--- src/ddbcc_pkg.sv ---
package ddbcc_pkg;

   // operation codes of a request transaction
   localparam logic [2:0] OP_SET_NEXT       = 3'd0;
   localparam logic [2:0] OP_START          = 3'd1;
   localparam logic [2:0] OP_STOP           = 3'd2;
   localparam logic [2:0] OP_RX_IRQ         = 3'd3;
   localparam logic [2:0] OP_TX_IRQ         = 3'd4;
   localparam logic [2:0] OP_CLEAR_COMPLETE = 3'd5;
   localparam logic [2:0] OP_CLEAR_ERROR    = 3'd6;

   // start outcome codes
   localparam logic [1:0] START_OK          = 2'd0;
   localparam logic [1:0] START_BUSY        = 2'd1;
   localparam logic [1:0] START_SUBMIT_FAIL = 2'd2;

   typedef struct packed {
      logic [2:0]  op;
      logic [31:0] buf_addr;
      logic [31:0] buf_len;
      logic        irq_complete;
      logic        irq_error;
      logic        irq_delay;
      logic        submit_fail;
   } req_payload_type;

   typedef struct packed {
      logic        running;
      logic        next_pending;
      logic        complete_flag;
      logic        rx_error_flag;
      logic        issue_valid;
      logic [31:0] issue_addr;
      logic [31:0] issue_len;
      logic        reset_engine;
      logic [31:0] returned_addr;
      logic [31:0] returned_len;
      logic [1:0]  start_result;
   } rsp_payload_type;

endpackage

--- src/dma_double_buffer_chunk_chainer.sv ---
// Receive-side double-buffer DMA chainer. Each request transaction carries one event
// (queue a next buffer, start, stop, rx or tx interrupt, flag clear) and produces
// exactly one response transaction with the status bits after the event, any transfer
// command issued (at most MAX_CHUNK bytes), the engine reset pulse, the displaced queued
// buffer and the start outcome. A request is taken into an input register, and its
// response is loaded from there into the output register once the output register is
// empty or not stalled. One request is accepted every cycle while the output is not
// stalled, because the whole state update is a single register-to-register pass (one
// chunk compare, one address add and one remaining-length subtract). The input stalls
// only while the output register is full and stalled.
module dma_double_buffer_chunk_chainer
   import ddbcc_pkg::*;
#(
   parameter int unsigned MAX_CHUNK = 65536
) (
   input  logic            clock,
   input  logic            reset,
   input  logic            req_valid,
   output logic            req_stall,
   input  req_payload_type req_payload,
   output logic            rsp_valid,
   input  logic            rsp_stall,
   output rsp_payload_type rsp_payload
);

   localparam logic [31:0] CHUNK_CAP = 32'(MAX_CHUNK);

   // input register
   logic            s1_vld_ff;
   req_payload_type s1_req_ff;

   // controller state
   logic [31:0] work_base_ff, work_base_in;
   logic [31:0] work_len_ff,  work_len_in;
   logic [31:0] next_base_ff, next_base_in;
   logic [31:0] next_len_ff,  next_len_in;
   logic [31:0] cur_addr_ff,  cur_addr_in;  // work_base + bytes already issued
   logic [31:0] remain_ff,    remain_in;    // bytes of working buffer not yet issued
   logic        armed_ff,     armed_in;
   logic        run_ff,       run_in;
   logic        next_ff,      next_in;
   logic        cmpl_ff,      cmpl_in;
   logic        rxerr_ff,     rxerr_in;

   // output register
   logic            rsp_vld_ff;
   rsp_payload_type rsp_ff, rsp_in;

   logic        advance;
   logic [31:0] chunk_src;
   logic [31:0] chunk_addr;
   logic [31:0] chunk_len;
   logic        chunk_go;

   assign advance   = s1_vld_ff & (~rsp_vld_ff | ~rsp_stall);
   assign req_stall = s1_vld_ff & ~advance;

   // input register load
   always_ff @(posedge clock) begin
      if (reset) begin
         s1_vld_ff <= 1'b0;
      end else if (!req_stall) begin
         s1_vld_ff <= req_valid;
      end
      if (req_valid && !req_stall) begin
         s1_req_ff <= req_payload;
      end
   end

   // chunk clip on the selected remaining length
   always_comb begin
      chunk_len = (chunk_src < CHUNK_CAP) ? chunk_src : CHUNK_CAP;
   end

   // event decode and next state
   always_comb begin
      work_base_in = work_base_ff;
      work_len_in  = work_len_ff;
      next_base_in = next_base_ff;
      next_len_in  = next_len_ff;
      cur_addr_in  = cur_addr_ff;
      remain_in    = remain_ff;
      armed_in     = armed_ff;
      run_in       = run_ff;
      next_in      = next_ff;
      cmpl_in      = cmpl_ff;
      rxerr_in     = rxerr_ff;
      chunk_src    = remain_ff;
      chunk_addr   = cur_addr_ff;
      chunk_go     = 1'b0;
      rsp_in       = '0;

      case (s1_req_ff.op)
         OP_SET_NEXT: begin
            rsp_in.returned_addr = next_base_ff;
            rsp_in.returned_len  = next_len_ff;
            next_base_in         = s1_req_ff.buf_addr;
            next_len_in          = s1_req_ff.buf_len;
            next_in              = 1'b1;
         end
         OP_START: begin
            if (next_ff && run_ff) begin
               rsp_in.start_result = START_BUSY;
            end else begin
               armed_in     = 1'b1;
               run_in       = 1'b1;
               next_in      = 1'b0;
               work_base_in = next_base_ff;
               work_len_in  = next_len_ff;
               chunk_src    = next_len_ff;
               chunk_addr   = next_base_ff;
               chunk_go     = 1'b1;
               if (s1_req_ff.submit_fail) begin
                  rsp_in.start_result = START_SUBMIT_FAIL;
               end
            end
         end
         OP_STOP: begin
            armed_in = 1'b0;
         end
         OP_RX_IRQ: begin
            if (s1_req_ff.irq_error) begin
               rxerr_in            = 1'b1;
               rsp_in.reset_engine = 1'b1;
            end else if (s1_req_ff.irq_complete) begin
               if (remain_ff == '0) begin
                  // end of working buffer
                  cmpl_in = 1'b1;
                  if (!armed_ff || !next_ff) begin
                     run_in      = 1'b0;
                     cur_addr_in = work_base_ff;
                     remain_in   = work_len_ff;
                  end else begin
                     next_in      = 1'b0;
                     work_base_in = next_base_ff;
                     work_len_in  = next_len_ff;
                     chunk_src    = next_len_ff;
                     chunk_addr   = next_base_ff;
                     chunk_go     = 1'b1;
                  end
               end else begin
                  chunk_go = 1'b1;
               end
               if (chunk_go && s1_req_ff.submit_fail) begin
                  rxerr_in = 1'b1;
               end
            end
         end
         OP_TX_IRQ: begin
            rsp_in.reset_engine = s1_req_ff.irq_error;
         end
         OP_CLEAR_COMPLETE: begin
            cmpl_in = 1'b0;
         end
         OP_CLEAR_ERROR: begin
            rxerr_in = 1'b0;
         end
         default: begin
         end
      endcase

      // issue a transfer and move the cursor past it
      if (chunk_go) begin
         rsp_in.issue_valid = 1'b1;
         rsp_in.issue_addr  = chunk_addr;
         rsp_in.issue_len   = chunk_len;
         cur_addr_in        = chunk_addr + chunk_len;
         remain_in          = chunk_src - chunk_len;
      end

      rsp_in.running       = run_in;
      rsp_in.next_pending  = next_in;
      rsp_in.complete_flag = cmpl_in;
      rsp_in.rx_error_flag = rxerr_in;
   end

   // state update
   always_ff @(posedge clock) begin
      if (reset) begin
         work_base_ff <= '0;
         work_len_ff  <= '0;
         next_base_ff <= '0;
         next_len_ff  <= '0;
         cur_addr_ff  <= '0;
         remain_ff    <= '0;
         armed_ff     <= 1'b0;
         run_ff       <= 1'b0;
         next_ff      <= 1'b0;
         cmpl_ff      <= 1'b0;
         rxerr_ff     <= 1'b0;
      end else if (advance) begin
         work_base_ff <= work_base_in;
         work_len_ff  <= work_len_in;
         next_base_ff <= next_base_in;
         next_len_ff  <= next_len_in;
         cur_addr_ff  <= cur_addr_in;
         remain_ff    <= remain_in;
         armed_ff     <= armed_in;
         run_ff       <= run_in;
         next_ff      <= next_in;
         cmpl_ff      <= cmpl_in;
         rxerr_ff     <= rxerr_in;
      end
   end

   // output register
   always_ff @(posedge clock) begin
      if (reset) begin
         rsp_vld_ff <= 1'b0;
      end else if (advance) begin
         rsp_vld_ff <= 1'b1;
      end else if (!rsp_stall) begin
         rsp_vld_ff <= 1'b0;
      end
      if (advance) begin
         rsp_ff <= rsp_in;
      end
   end

   assign rsp_valid   = rsp_vld_ff;
   assign rsp_payload = rsp_ff;

`ifndef SYNTHESIS
   a_chunk_bound: assert property (@(posedge clock) disable iff (reset)
      (rsp_vld_ff && rsp_ff.issue_valid) |-> (rsp_ff.issue_len <= CHUNK_CAP))
      else $error("issued transfer longer than chunk cap");

   a_remain_le_len: assert property (@(posedge clock) disable iff (reset)
      remain_ff <= work_len_ff)
      else $error("remaining bytes exceed working buffer length");

   a_advance_gives_rsp: assert property (@(posedge clock) disable iff (reset)
      advance |=> rsp_vld_ff)
      else $error("processed transaction produced no response");

   a_reset_no_issue: assert property (@(posedge clock) disable iff (reset)
      (rsp_vld_ff && rsp_ff.reset_engine) |-> !rsp_ff.issue_valid)
      else $error("engine reset pulsed alongside a transfer issue");
`endif

endmodule

--- config.mk ---
export PLATFORM = sky130hd
export DESIGN_NAME = dma_double_buffer_chunk_chainer
export DESIGN_NICKNAME = d
export VERILOG_FILES = /design/src/ddbcc_pkg.sv /design/src/dma_double_buffer_chunk_chainer.sv
export SDC_FILE = /design/constraint.sdc
export NUM_CORES = 1
export LEC_CHECK = 0
export BUFFER_PORTS_ARGS = -buffer_cell sky130_fd_sc_hd__buf_2
export CORE_MARGIN = 10
export CORE_UTILIZATION = 50
export DETAILED_ROUTE_END_ITERATION = 12
export GPL_TIMING_DRIVEN = 1
export PLACE_DENSITY = 0.7
export SLEW_MARGIN = 20
export SYNTH_ARGS = -nofsm -noshare
export SYNTH_HDL_FRONTEND = slang
export SYNTH_SLANG_ARGS = --single-unit
--- constraint.sdc ---
create_clock -name clock -period 9.4 [get_ports clock]
set_clock_uncertainty 0.05 [all_clocks]
set_input_delay 0.47 -clock clock [delete_from_list [all_inputs] [get_ports clock]]
set_output_delay 0.47 -clock clock [all_outputs]
set_load 0.01 [all_outputs]
==> flow_metrics.env, run 1 <==
export IMPL_synth_flop_cell="edfxtp_1"
export IMPL_syn_to_final_growth_pct=16.8
export IMPL_ctsRootBufferMaster="clkbuf_16"
export IMPL_syn_cell_area_sq_um=17600
export IMPL_post_dp_cell_area_sq_um=19000
export IMPL_num_antenna_cells=0
export IMPL_synth_most_common_cell="nand2_1"
export IMPL_holdCritPathClass="primary input to flop"
export IMPL_die_x_um=207
export IMPL_drt_pre_antenna_iters=5
export IMPL_synth_distinct_cells=78
export IMPL_synth_commonest_cells="nand2_1 (413), a21oi_1 (258), edfxtp_1 (206), dfxtp_1 (199), nor2_1 (97)"
export IMPL_netlist_area_leader_share_pct=35.2
export IMPL_worstSetupEndpoint="cur_addr_ff[26]"
export IMPL_setup_violations=0
export IMPL_synth_seq_cells=405
export IMPL_maxSlewViolCount=0
export IMPL_cts_setup_buffers=0
export IMPL_drive_gt1_share_pct=15.9
export IMPL_critical_path_class="flop to flop"
export IMPL_ys_async_sr_fraction_pct=0
export IMPL_clock_fmax_mhz=154
export IMPL_grt_pass1_wl_um=76700
export IMPL_nets=2136
export IMPL_seq_area_frac_synth_pct=57.9
export IMPL_cts_resized=0
export IMPL_ir_worst_vdd_mv=0.153
export IMPL_drv_cap=0
export IMPL_synth_edf_count=206
export IMPL_cts_tree="yes"
export IMPL_ys_warn_count=0
export IMPL_stdcell_area_sq_um=20500
export IMPL_slew_headroom_pct=30.4
export IMPL_gp_congestion=0.901
export IMPL_crit_family="simple AND/OR/NAND/NOR gates"
export IMPL_crit_path_start="s1_req_ff[70]"
export IMPL_critPathSlowestCell="nand2_2"
export IMPL_ctsHoldBuffers=11
export IMPL_pin_count=213
export IMPL_clock_sinks=405
export IMPL_track_usage_pct=21.6
export IMPL_wire_per_inst_um=19.1
export IMPL_start_util_pct=50.7
export IMPL_dr_total_vias=14300
export IMPL_period_share_pct=68.9
export IMPL_rows=68
export IMPL_cp_max_fo=41
export IMPL_regToRegEndpoint="cur_addr_ff[26]"
export IMPL_critPathMaxStageDelay_ns=0.73
export IMPL_drt_wl_total_um=48200
export IMPL_path_cells="nand2b_1, a2111oi_4, nand4_1, nand2_2, buf_4, nand3_1, nand2_1, ha_1, inv_1, fa_1, nor2b_1, o31ai_1, a31oi_1, a31oi_1, o21ai_1, a2111oi_0, or3_1, or4_1, o211ai_1"
export IMPL_crit_arrival_ns=6.91
export IMPL_required_ns=9.83
export IMPL_end_kind="flop"
export IMPL_grt_start_max_net_pins=80
export IMPL_fin_util_pct=59.3
export IMPL_via_per_inst=5.68
export IMPL_synth_cells=1834
export IMPL_dieArea_sq_um=43000
export IMPL_htree_num_levels=2
export IMPL_final_hold_viol_count=0
export IMPL_grt_antenna_before_repair=0
export IMPL_fin_crit_ns=6.48
export IMPL_grt_pass1_vias=14100
export IMPL_path_buf_inv=2
export IMPL_tightestPinTransition_ns=1.04
export IMPL_grt_overflow_total=0
export IMPL_leakage_nw=7.91
export IMPL_die_h_um=207
export IMPL_synth_area_per_cell_sq_um=9.58
export IMPL_r2r_setup_slack_ns=2.92
export IMPL_dp_hpwl_um=30500
export IMPL_tns_ns=0
export IMPL_rsz0062_at_grt="no"
export IMPL_core_sq_um=34600
export IMPL_portBuffers=211
export IMPL_cts_buffer_depth=3
export IMPL_synth_area_leaders="edfxtp_1 (35%), dfxtp_1 (23%), nand2_1 (8.8%), a21oi_1 (7.3%), and2_1 (2.5%)"
export IMPL_clk_insertion_delay_late_ns=0.58
export IMPL_status="complete, no violations"
export IMPL_path_common_cell="a31oi_1"
export IMPL_drtIter0Drc=1218
export IMPL_path_clk_slew_ns=0.06
export IMPL_cts_buffers=44
export IMPL_drcViolationCount=0
export IMPL_power_density_nw_per_um2=189
export IMPL_synth_top_cell_by_area="edfxtp_1"
export IMPL_reg2reg_depth=19
export IMPL_cp_start_kind="flop"
export IMPL_r2r_start="s1_req_ff[70]"
export IMPL_ant_nets=0
export IMPL_crit_cells=19
==> per-stage QoR <==
step	power, mW	instances	setup slack, ns	hold slack, ns
6_report	3.88	2520	2.92	0.0254
5_1_grt	4.01	2520	2.43	0.0104
2_1_floorplan	2.14	1862	4.48	0.382
3_3_place_gp	2.23	2427	3.13	0.389
3_5_place_dp	2.23	2427	3.09	0.394
4_1_cts	3.91	2520	3.06	0.00172
==> report_power, final <==
part           internal, mW  switching [mW]  total, mW
sequential             1.91          0.0244       1.93
clock                 0.971           0.707       1.68
combinational        0.0836           0.188      0.272
total                  2.96           0.920       3.88
==> logic make-up (layout without fill, tap and decap cells) <==
group	after synthesis	count (layout)	synth area share, %
buffers and inverters	135	338	3.20
multiplexers	4	4	0.228
AO/OA/AOI/OAI	463	463	15.2
flip-flops	405	405	57.9
adder cells (fa/ha/maj)	32	32	2.32
XOR/XNOR	23	23	1.15
other	1	29	0.0213
AND/OR/NAND/NOR	771	771	20.0
==> flip-flops by register name, indices dropped and copies added, names as in the netlist, 32 cells and up <==
signal        flops
rsp_payload     136
remain_ff        32
cur_addr_ff      32
next_base_ff     32
work_base_ff     32
s1_req_ff        70
work_len_ff      32
next_len_ff      32
==> worst min-delay path by stage <==
stage | from | endpoint | cells past startpoint
after global routing | req_payload[48] | s1_req_ff[48] | 1
after global placement | work_len_ff[23] | work_len_ff[23] | 2
after floorplan | work_base_ff[24] | work_base_ff[24] | 2
after CTS | req_payload[37] | s1_req_ff[37] | 1
final | req_payload[37] | s1_req_ff[37] | 1
after detailed placement | work_base_ff[30] | work_base_ff[30] | 2
==> cell usage in the layout (no fill, tap or decap), types with 23 or more instances in the layout <==
master,Yosys,layout
o21ai_0,77,77
conb_1,1,29
nor2_1,97,96
and2_1,69,69
nand3_1,55,55
ha_1,31,31
a31oi_1,23,23
buf_2,29,210
edfxtp_1,206,206
and3_1,31,30
dfxtp_1,199,199
a21oi_1,258,258
nor3_1,31,30
clkbuf_16,0,45
nand2_1,413,411
==> layout make-up <==
cell class                 instances  area, sq um
tap                              455          569
clock inverter                    23          184
sequential                       405        10200
fill                            2933        14100
multi-input combinational       1322         7000
clock buffer                      59         1220
timing repair buffer             242         1320
inverter                          14         57.6
==> per-layer routing <==
metal / routed length, um / up-vias / GRT usage [%]
met4: 1250 / 0 / 7.85
met1: 21300 / 6794 / 29.2
li1: - / 6863 / -
met2: 21700 / 563 / 33.6
met5: 0 / - / 0
met3: 3910 / 81 / 4.57
(Power assumes the default switching activity.)
==> run 2: changes to the inputs <==
- ABC_AREA: not set -> 1
- PLACE_DENSITY: 0.7 -> 0.73
- clock period: 9.4 -> 5.7 ns (I/O delays scaled with it)
==> run 2 against run 1 <==
  * Sequential share of layout area down 1.4 points
  * Critical path type unchanged
  * Via count shrank 1.2%
  * Critical path depth grew 2
  * Die area down 0.73%
  * Power is 70% higher
  * Critical endpoint is now cur_addr_ff[31]
  * Highest routed layer unchanged
  * Final cell count increased by 5.9%
  * Design area is 2.9% higher
==> flow_metrics.env, run 2 <==
export IMPL_final_hold_viol_count=0
export IMPL_gp_congestion=0.899
export IMPL_reg2reg_depth=21
export IMPL_drcViolationCount=0
export IMPL_portBuffers=211
export IMPL_die_x_um=207
export IMPL_regToRegEndpoint="cur_addr_ff[31]"
export IMPL_tns_ns=0
export IMPL_via_per_inst=5.29
export IMPL_wire_per_inst_um=17.4
export IMPL_grt_overflow_total=0
export IMPL_synth_edf_count=206
export IMPL_synth_cells=1909
export IMPL_final_common_cell="a21oi_1"
export IMPL_path_clk_slew_ns=0.06
export IMPL_timing_final_ws_setup_ns=0.396
export IMPL_ys_async_sr_fraction_pct=0
export IMPL_grt_pass1_vias=14100
export IMPL_syn_to_final_growth_pct=21.2
export IMPL_synth_most_common_cell="a21oi_1"
export IMPL_pre_cts_ws_ns=0.300
export IMPL_rsz0062_at_grt="yes"
export IMPL_seq_area_frac_synth_pct=58.3
export IMPL_dp_hpwl_um=30100
export IMPL_pin_count=213
export IMPL_maxSlewViolCount=0
export IMPL_required_ns=6.05
export IMPL_die_h_um=207
export IMPL_clk_insertion_delay_late_ns=0.57
export IMPL_clock_fmax_mhz=189
export IMPL_stdcell_area_sq_um=21100
export IMPL_largest_reg_flops=136
export IMPL_crit_arrival_ns=5.66
export IMPL_netlist_area_leader_share_pct=35.5
export IMPL_drt_pre_antenna_iters=5
export IMPL_post_dp_cell_area_sq_um=18900
export IMPL_ir_worst_vdd_mv=0.302
export IMPL_drt_wl_total_um=46500
export IMPL_leakage_nw=8.45
export IMPL_synth_seq_cells=405
export IMPL_track_usage_pct=21.6
export IMPL_rows=68
export IMPL_drtIter0Drc=1162
export IMPL_cts_setup_buffers=0
export IMPL_cts_buffer_depth=3
export IMPL_htree_num_levels=2
export IMPL_period_share_pct=93.1
export IMPL_status="complete, no violations"
export IMPL_critical_path_class="flop to flop"
export IMPL_nets=2285
export IMPL_ctsRootBufferMaster="clkbuf_16"
export IMPL_r2r_start="s1_req_ff[70]"
export IMPL_tightestPinTransition_ns=1.03
export IMPL_ant_nets=0
export IMPL_synth_flop_cell="edfxtp_1"
export IMPL_grt_start_max_net_pins=102
export IMPL_synth_commonest_cells="a21oi_1 (289), nand2_1 (260), nor2_1 (208), edfxtp_1 (206), o21ai_0 (202)"
export IMPL_dieArea_sq_um=42700
export IMPL_ys_warn_count=0
export IMPL_power_density_nw_per_um2=312
export IMPL_drive_gt1_share_pct=15.7
export IMPL_final_cell_mix="a21oi_1 (288), nand2_1 (258), buf_2 (211)"
export IMPL_num_antenna_cells=0
export IMPL_core_sq_um=34500
export IMPL_holdCritPathClass="primary input to flop"
export IMPL_drv_cap=0
export IMPL_holdPathEnd="s1_req_ff[26]"
export IMPL_clock_sinks=405
export IMPL_cp_start_kind="flop"
export IMPL_synth_area_per_cell_sq_um=9.13
export IMPL_grt_antenna_before_repair=0
export IMPL_synth_top_cell_by_area="edfxtp_1"
export IMPL_synth_distinct_cells=50
export IMPL_fin_crit_ns=5.30
export IMPL_start_util_pct=50.6
export IMPL_fin_util_pct=61.3
export IMPL_grt_pass1_wl_um=74400
export IMPL_synth_area_leaders="edfxtp_1 (35%), dfxtp_1 (23%), a21oi_1 (8.3%), o21ai_0 (5.8%), nand2_1 (5.6%)"
export IMPL_dr_total_vias=14100
export IMPL_hold_depth=2
export IMPL_min_from="req_payload[26]"
export IMPL_syn_cell_area_sq_um=17400
export IMPL_slew_headroom_pct=31.5
export IMPL_cp_max_fo=20
export IMPL_cts_tree="yes"
export IMPL_fill_cells=2916
export IMPL_r2r_setup_slack_ns=0.40
export IMPL_end_kind="flop"
export IMPL_cts_buffers=44
export IMPL_setup_violations=0
[run 2: cell types whose count changed in the layout (fill, tap and decap cells not counted), sizes merged, moves of 14 or more]
cell and change:
and2 -69, nor2 +118, nand3 +40, xnor2 -15, dlygate4sd3 +61, or3 -14, nand2 -141, and3 -31
a21oi +33, o21ai +115, inv +150
[run 2: layer usage]
| layer | up-vias | global-route usage (%) | part of all wire [%] |
|---|---|---|---|
| met5 | - | 0 | 0 |
| met1 | 6600 | 27.5 | 42 |
| met3 | 60 | 3.82 | 6.5 |
| met4 | 0 | 6.73 | 2.1 |
| li1 | 7048 | - | - |
| met2 | 417 | 37.0 | 49 |
[run 2: logic make-up (layout without fill, tap and decap cells)]
logic type | count (synthesis) | in the layout | share of synthesized area (%)
compound gates | 553 | 553 | 16.8
fa+ha+maj | 32 | 32 | 2.34
xor+xnor | 20 | 20 | 1.01
flops | 405 | 405 | 58.3
simple gates | 622 | 622 | 15.3
buf+inv | 276 | 553 | 6.15
other cells | 1 | 29 | 0.0215
[run 2: worst max-delay path by stage]
stage / to / slack (ns) / cells past startpoint / start
5_1_grt: cur_addr_ff[30] / -0.02 / 24 / s1_req_ff[70]
2_1_floorplan: cur_addr_ff[9] / 0.87 / 7 / rsp_valid
3_3_place_gp: cur_addr_ff[31] / 0.47 / 24 / remain_ff[15]
3_5_place_dp: cur_addr_ff[30] / 0.30 / 24 / s1_req_ff[70]
6_report: cur_addr_ff[31] / 0.40 / 21 / s1_req_ff[70]
4_1_cts: cur_addr_ff[30] / 0.29 / 24 / s1_req_ff[70]
[run 2: critical path, stage by stage (launching register included)]
cell and delay, ns:
edfxtp_1 0.47, inv_2 0.14, nand3_2 0.12, nor2_2 0.28, nand3_4 0.26, nand2_4 0.32
inv_1 0.35, o31ai_1 0.49, inv_1 0.12, nor2_1 0.19, ha_1 0.22, nand3_1 0.09
nand2_1 0.11, a21oi_1 0.07, o21bai_1 0.42, a21oi_1 0.23, o21ai_0 0.48, a21boi_0 0.27
a21oi_1 0.17, o21ai_0 0.09, o211ai_1 0.09, a21oi_1 0.09
[run 2: through the flow]
step | power [mW] | hold slack, ns | instances
finish | 6.60 | 0.373 | 2669
global route | 6.83 | 0.364 | 2669
CTS | 6.66 | 0.343 | 2668
detailed placement | 3.71 | 0.405 | 2514
global placement | 3.70 | 0.394 | 2514
floorplan | 3.55 | 0.334 | 1937
[run 2: power breakdown]
part | internal, mW | total, mW | switching, mW
Clock | 1.74 | 2.90 | 1.16
Sequential | 3.17 | 3.20 | 0.0366
Combinational | 0.163 | 0.494 | 0.331
Total | 5.07 | 6.60 | 1.53
[run 2: layout make-up]
type | instances | area, sq um | share of cell area, %
inverter | 166 | 633 | 3.00
clock inverter | 25 | 305 | 1.45
timing repair buffer | 305 | 1960 | 9.29
sequential | 405 | 10200 | 48.1
multi-input combinational | 1256 | 6310 | 29.9
clock buffer | 57 | 1170 | 5.54
tap | 455 | 569 | 2.70
[run 2: repair_timing]
| item | 4_1_cts | 5_1_grt |
|---|---|---|
| resized for setup | 0 | 1 |
| hold buffers | 72 | 0 |
| setup endpoints to repair | 0 | 8 |
| hold endpoints to repair | 72 | 0 |
